`config.mk`:
```
export PLATFORM = sky130hd
export DESIGN_NAME = esc_temp
export DESIGN_NICKNAME = d
export VERILOG_FILES = /design/src/sv/esc_pkg.sv /design/src/sv/esc_temp.sv
export SDC_FILE = /design/constraint.sdc
export NUM_CORES = 2
export LEC_CHECK = 0
export ABC_AREA = 1
export BUFFER_PORTS_ARGS = -buffer_cell sky130_fd_sc_hd__buf_2
export CORE_MARGIN = 2
export CORE_UTILIZATION = 35
export DETAILED_ROUTE_END_ITERATION = 10
export PLACE_DENSITY = 0.61
export SLEW_MARGIN = 20
export SYNTH_ARGS = -nofsm -noshare
export SYNTH_HDL_FRONTEND = slang
export SYNTH_SLANG_ARGS = --single-unit
```
`constraint.sdc`:
```
create_clock -name clk_i -period 13.5 [get_ports clk_i]
set_clock_uncertainty 0.15 [all_clocks]
set_input_delay 0.675 -clock clk_i [delete_from_list [all_inputs] [get_ports clk_i]]
set_output_delay 0.675 -clock clk_i [all_outputs]
set_load 0.02 [all_outputs]
```
`src/sv/esc_pkg.sv`:
```
// Shared types, register indexes and constants of the sensor compensation block
package esc_pkg;

  typedef struct packed {
    logic [19:0] raw_pressure;
    logic [19:0] raw_temperature;
    logic [15:0] raw_humidity;
  } esc_in_t;

  typedef struct packed {
    logic signed [26:0] temperature_centi;
    logic [31:0]        pressure_q24_8;
    logic [16:0]        humidity_q22_10;
    logic               pressure_valid;
  } esc_out_t;

  localparam logic [2:0] REG_TEMP_CAL       = 3'd0;
  localparam logic [2:0] REG_PRESS_CAL_LOW  = 3'd1;
  localparam logic [2:0] REG_PRESS_CAL_HIGH = 3'd2;
  localparam logic [2:0] REG_PRESS_CAL_NINE = 3'd3;
  localparam logic [2:0] REG_HUM_CAL        = 3'd4;

  localparam int TEMP_LAT   = 4;
  localparam int PFRONT_LAT = 5;
  localparam int DIV_STEPS  = 64;
  localparam int DIV_LAT    = DIV_STEPS + 2;
  localparam int PBACK_LAT  = 5;
  localparam int HUM_LAT    = 8;
  localparam int PIPE_LAT   = TEMP_LAT + PFRONT_LAT + DIV_LAT + PBACK_LAT;

  localparam logic signed [22:0] P_TFINE_OFS  = 23'sd128000;
  localparam logic [20:0]        P_RAW_BASE   = 21'd1048576;
  localparam logic [63:0]        P_SCALE      = 64'd3125;
  localparam logic signed [63:0] P_V1_BIAS    = 64'sd140737488355328;
  localparam logic signed [31:0] H_TFINE_OFS  = 32'sd76800;
  localparam logic signed [31:0] H_LEFT_RND   = 32'sd16384;
  localparam logic signed [31:0] H_S_BIAS     = 32'sd32768;
  localparam logic signed [31:0] H_R_BIAS     = 32'sd2097152;
  localparam logic signed [31:0] H_R_RND      = 32'sd8192;
  localparam logic signed [31:0] H_LIMIT      = 32'sd419430400;
  localparam logic signed [25:0] T_RND        = 26'sd128;

endpackage

```
`src/sv/esc_temp.sv`:
```
// Temperature pipeline producing the fine temperature value
module esc_temp import esc_pkg::*; (
  input  logic               clk_i,
  input  logic               en_i,
  input  logic [19:0]        raw_temperature_i,
  input  logic [47:0]        temp_cal_i,
  output logic signed [21:0] t_fine_o
);

  logic signed [15:0] t2, t3;
  logic signed [17:0] diff_a;
  logic signed [33:0] prod_a;
  logic signed [16:0] d_d;
  logic signed [31:0] a_prod_q;
  logic signed [16:0] d_q;
  logic signed [33:0] prod_dd;
  logic signed [31:0] dd_q;
  logic signed [20:0] a_q, a2_q;
  logic signed [19:0] dd_s;
  logic signed [35:0] prod_b;
  logic signed [31:0] b_prod_q;
  logic signed [17:0] b_s;
  logic signed [21:0] t_fine_d, t_fine_q;

  assign t2 = temp_cal_i[31:16];
  assign t3 = temp_cal_i[47:32];

  assign diff_a = $signed({1'b0, raw_temperature_i[19:3]})
                - $signed({1'b0, temp_cal_i[15:0], 1'b0});
  assign prod_a = diff_a * t2;
  assign d_d    = $signed({1'b0, raw_temperature_i[19:4]}) - $signed({1'b0, temp_cal_i[15:0]});

  assign prod_dd = d_q * d_q;
  assign dd_s    = dd_q[31:12];
  assign prod_b  = dd_s * t3;
  assign b_s     = b_prod_q[31:14];
  assign t_fine_d = a2_q + b_s;

  always_ff @(posedge clk_i) begin
    if (en_i) begin
      a_prod_q <= prod_a[31:0];
      d_q      <= d_d;
      dd_q     <= prod_dd[31:0];
      a_q      <= a_prod_q[31:11];
      b_prod_q <= prod_b[31:0];
      a2_q     <= a_q;
      t_fine_q <= t_fine_d;
    end
  end

  assign t_fine_o = t_fine_q;

endmodule

```
==> flow_summary.json <==
{
  "wirelength_um": 88840,
  "seq_area_um2": 4204,
  "synthTopCellsByArea": "fa_1 44%, inv_1 13%, edfxtp_1 11%",
  "hold_class": "reg -> reg",
  "violations": "antenna rules",
  "endpoint_kind": "flop",
  "cts_tree": "yes",
  "relSlewSlack": 0.3116,
  "tns_ps": 0,
  "cts_max_path_buffers": 2,
  "root_buffer": "clkbuf_16",
  "synth_area_um2": 37520,
  "cp.arrival_ps": 8020,
  "ant_nets": 1,
  "drt_pass1_iterations": 5,
  "antenna_found_initial": 5,
  "min_period_ps": 7902,
  "hold_start": "a_q[5]$_DFFE_PP_",
  "drc": 0,
  "multiInputGateArea_um2": 27900,
  "fin_area_um2": 39870,
  "synth_nets": 5573,
  "critPathLaunchType": "input port",
  "cts.repair.resized": 0,
  "nFillCells": 10879,
  "worstSkewPairLatency_ps": 450,
  "async_flop_share": 0,
  "drive_gt1_frac": 0.04847,
  "slowest_delay_ps": 570,
  "die_h_um": 331.4,
  "core_um2": 106800,
  "rsz0062_at_grt": "no",
  "setup_viol": 0,
  "yosys-top-cells-count": "1301 x inv_1, 939 x nand2_1, 818 x fa_1, 280 x ha_1, 233 x nor2_1",
  "syn_to_final_growth_pct": 6.259,
  "crit_family": "adder cells",
  "outcome": "finished, violations left",
  "portBuffers": 88,
  "period_share": 0.5854,
  "cp.required_ps": 13620,
  "drv_cap": 0,
  "rr_startpoint": "d_q[2]$_DFFE_PP_",
  "start_util": 0.3515,
  "clk_pin_slew_ps": 60,
  "ys_warn_count": 0,
  "cp_max_fo": 11,
  "cts_buffers": 17,
  "critPathBufInv": 8,
  "synth_seq_area_share": 0.1120,
  "first_global_vias": 29096,
  "yosysTopAreaCellShare": 0.4365,
  "synthCells": 4405,
  "place_area_um2": 39300,
  "routed-via-count": 26885,
  "grt_usage": 0.1705,
  "cts_max_level": 4,
  "row_count": 120,
  "worstSetupStartpoint": "raw_temperature_i[4]",
  "cp_slowest_cell": "fa_1",
  "ys_ff_latch": 140,
  "synth_cell_types": 51,
  "synth-edff-count": 140,
  "synth_flop_cell": "edfxtp_1",
  "path_class": "in -> reg",
  "dieArea_um2": 109800,
  "place_congestion": 0.9021,
  "final_hold_viol_count": 0,
  "clock_sinks": 140,
  "overflow": 0,
  "avgSynthCellArea_um2": 8.518,
  "detail_route.vias_per_cell": 4.616,
  "tightest_slew_ps": 1032,
  "grt_pass1_wl_um": 150600,
  "synth_most_common_cell": "inv_1",
  "hold_buffers": 0,
  "dp.final_hpwl_um": 74990,
  "slew_viol_final": 0,
  "fin_nets": 5570,
  "dieWidth_um": 331.4,
  "grt_max_degree": 73,
  "drt_iter0_drc": 1490,
  "yosysTopAreaCell": "fa_1",
  "post-cts-setup-buffers": 0,
  "wl_per_cell_um": 15.25,
  "timing.fmax_mhz": 126.5,
  "ios": 92
}
stage by stage:
stage / util / cells / setup WS [ps] / hold WS, ps
floorplan: - / 4405 / 6406 / 250.3
global placement: 0.3682 / 5786 / 5182 / 253.7
detailed placement: 0.3682 / 5786 / 5148 / 254.5
CTS: 0.3733 / 5818 / 5591 / 263.6
global route: 0.3733 / 5818 / 5119 / 269.3
finish: 0.3735 / 5824 / 5598 / 264.4
worst paths after layout:
path,to,slack [ps],cells past startpoint
worst max-delay path,a_prod_q[30]$_DFFE_PP_,5600,30
worst min-delay path,a2_q[5]$_DFFE_PP_,260,0
worst max register to register,dd_q[31]$_DFFE_PP_,6570,20
worst min register to register,a2_q[5]$_DFFE_PP_,260,0
kinds of logic after synthesis:
logic type | count (synthesis) | share of synthesized area
AO/OA/AOI/OAI | 257 | 0.03915
AND/OR/NAND/NOR | 1367 | 0.1478
XOR/XNOR | 113 | 0.02658
flip-flops | 140 | 0.1120
adder cells (fa/ha/maj) | 1098 | 0.5298
buffers and inverters | 1430 | 0.1446
worst reg2reg max path, delay by kind of cell (launching register included):
family	cells	cell delay, ps
and+or+nand+nor	3	450
DFF	1	1020
AOI/OAI and AO/OA	5	1000
buffers and inverters	5	710
adders and majority gates	7	3390
cell type report:
| class | instances | share of cell area |
|---|---|---|
| sequential | 140 | 0.1054 |
| inverter | 1309 | 0.1233 |
| clock inverter | 15 | 0.003138 |
| timing repair buffer | 99 | 0.01328 |
| clock buffer | 17 | 0.01067 |
| tap | 1403 | 0.04403 |
| antenna | 6 | 0.0003766 |
| multi-input combinational | 2835 | 0.6998 |
layout by cell type, fill, tap and decap left out, types with 10 or more instances in the layout:
cell       instances
or2_2             31
nor2_1           233
buf_4             11
buf_2             87
fa_1             818
xnor2_1           37
a21o_1            15
a21oi_1          123
ha_1             280
nor3_1            17
xor2_1            74
nand4_1           21
clkbuf_16         17
nand3_1           76
o21bai_1          16
nand2_1          939
edfxtp_1         140
inv_1           1301
a31oi_1           10
nand2_2           29
o21ai_0           64
sequential cells by signal, summed over array words and instances (netlist names):
| signal | cells |
|---|---|
| b_prod_q | 18 |
| a_prod_q | 21 |
| a2_q | 21 |
| a_q | 21 |
| d_q | 17 |
| dd_q | 20 |
| t_fine_o | 22 |
layer usage:
metal / GRT usage / routed length (µm) / vias up
li1: - / - / 12719
met1: 0.2280 / 39060 / 13457
met2: 0.2999 / 43880 / 600
met3: 0.01666 / 4184 / 105
met4: 0.03517 / 1687 / 4
met5: 0 / 23 / -
Power is not shown: default switching activity piles up to over one toggle a cycle in this logic, so the estimate is an artifact.
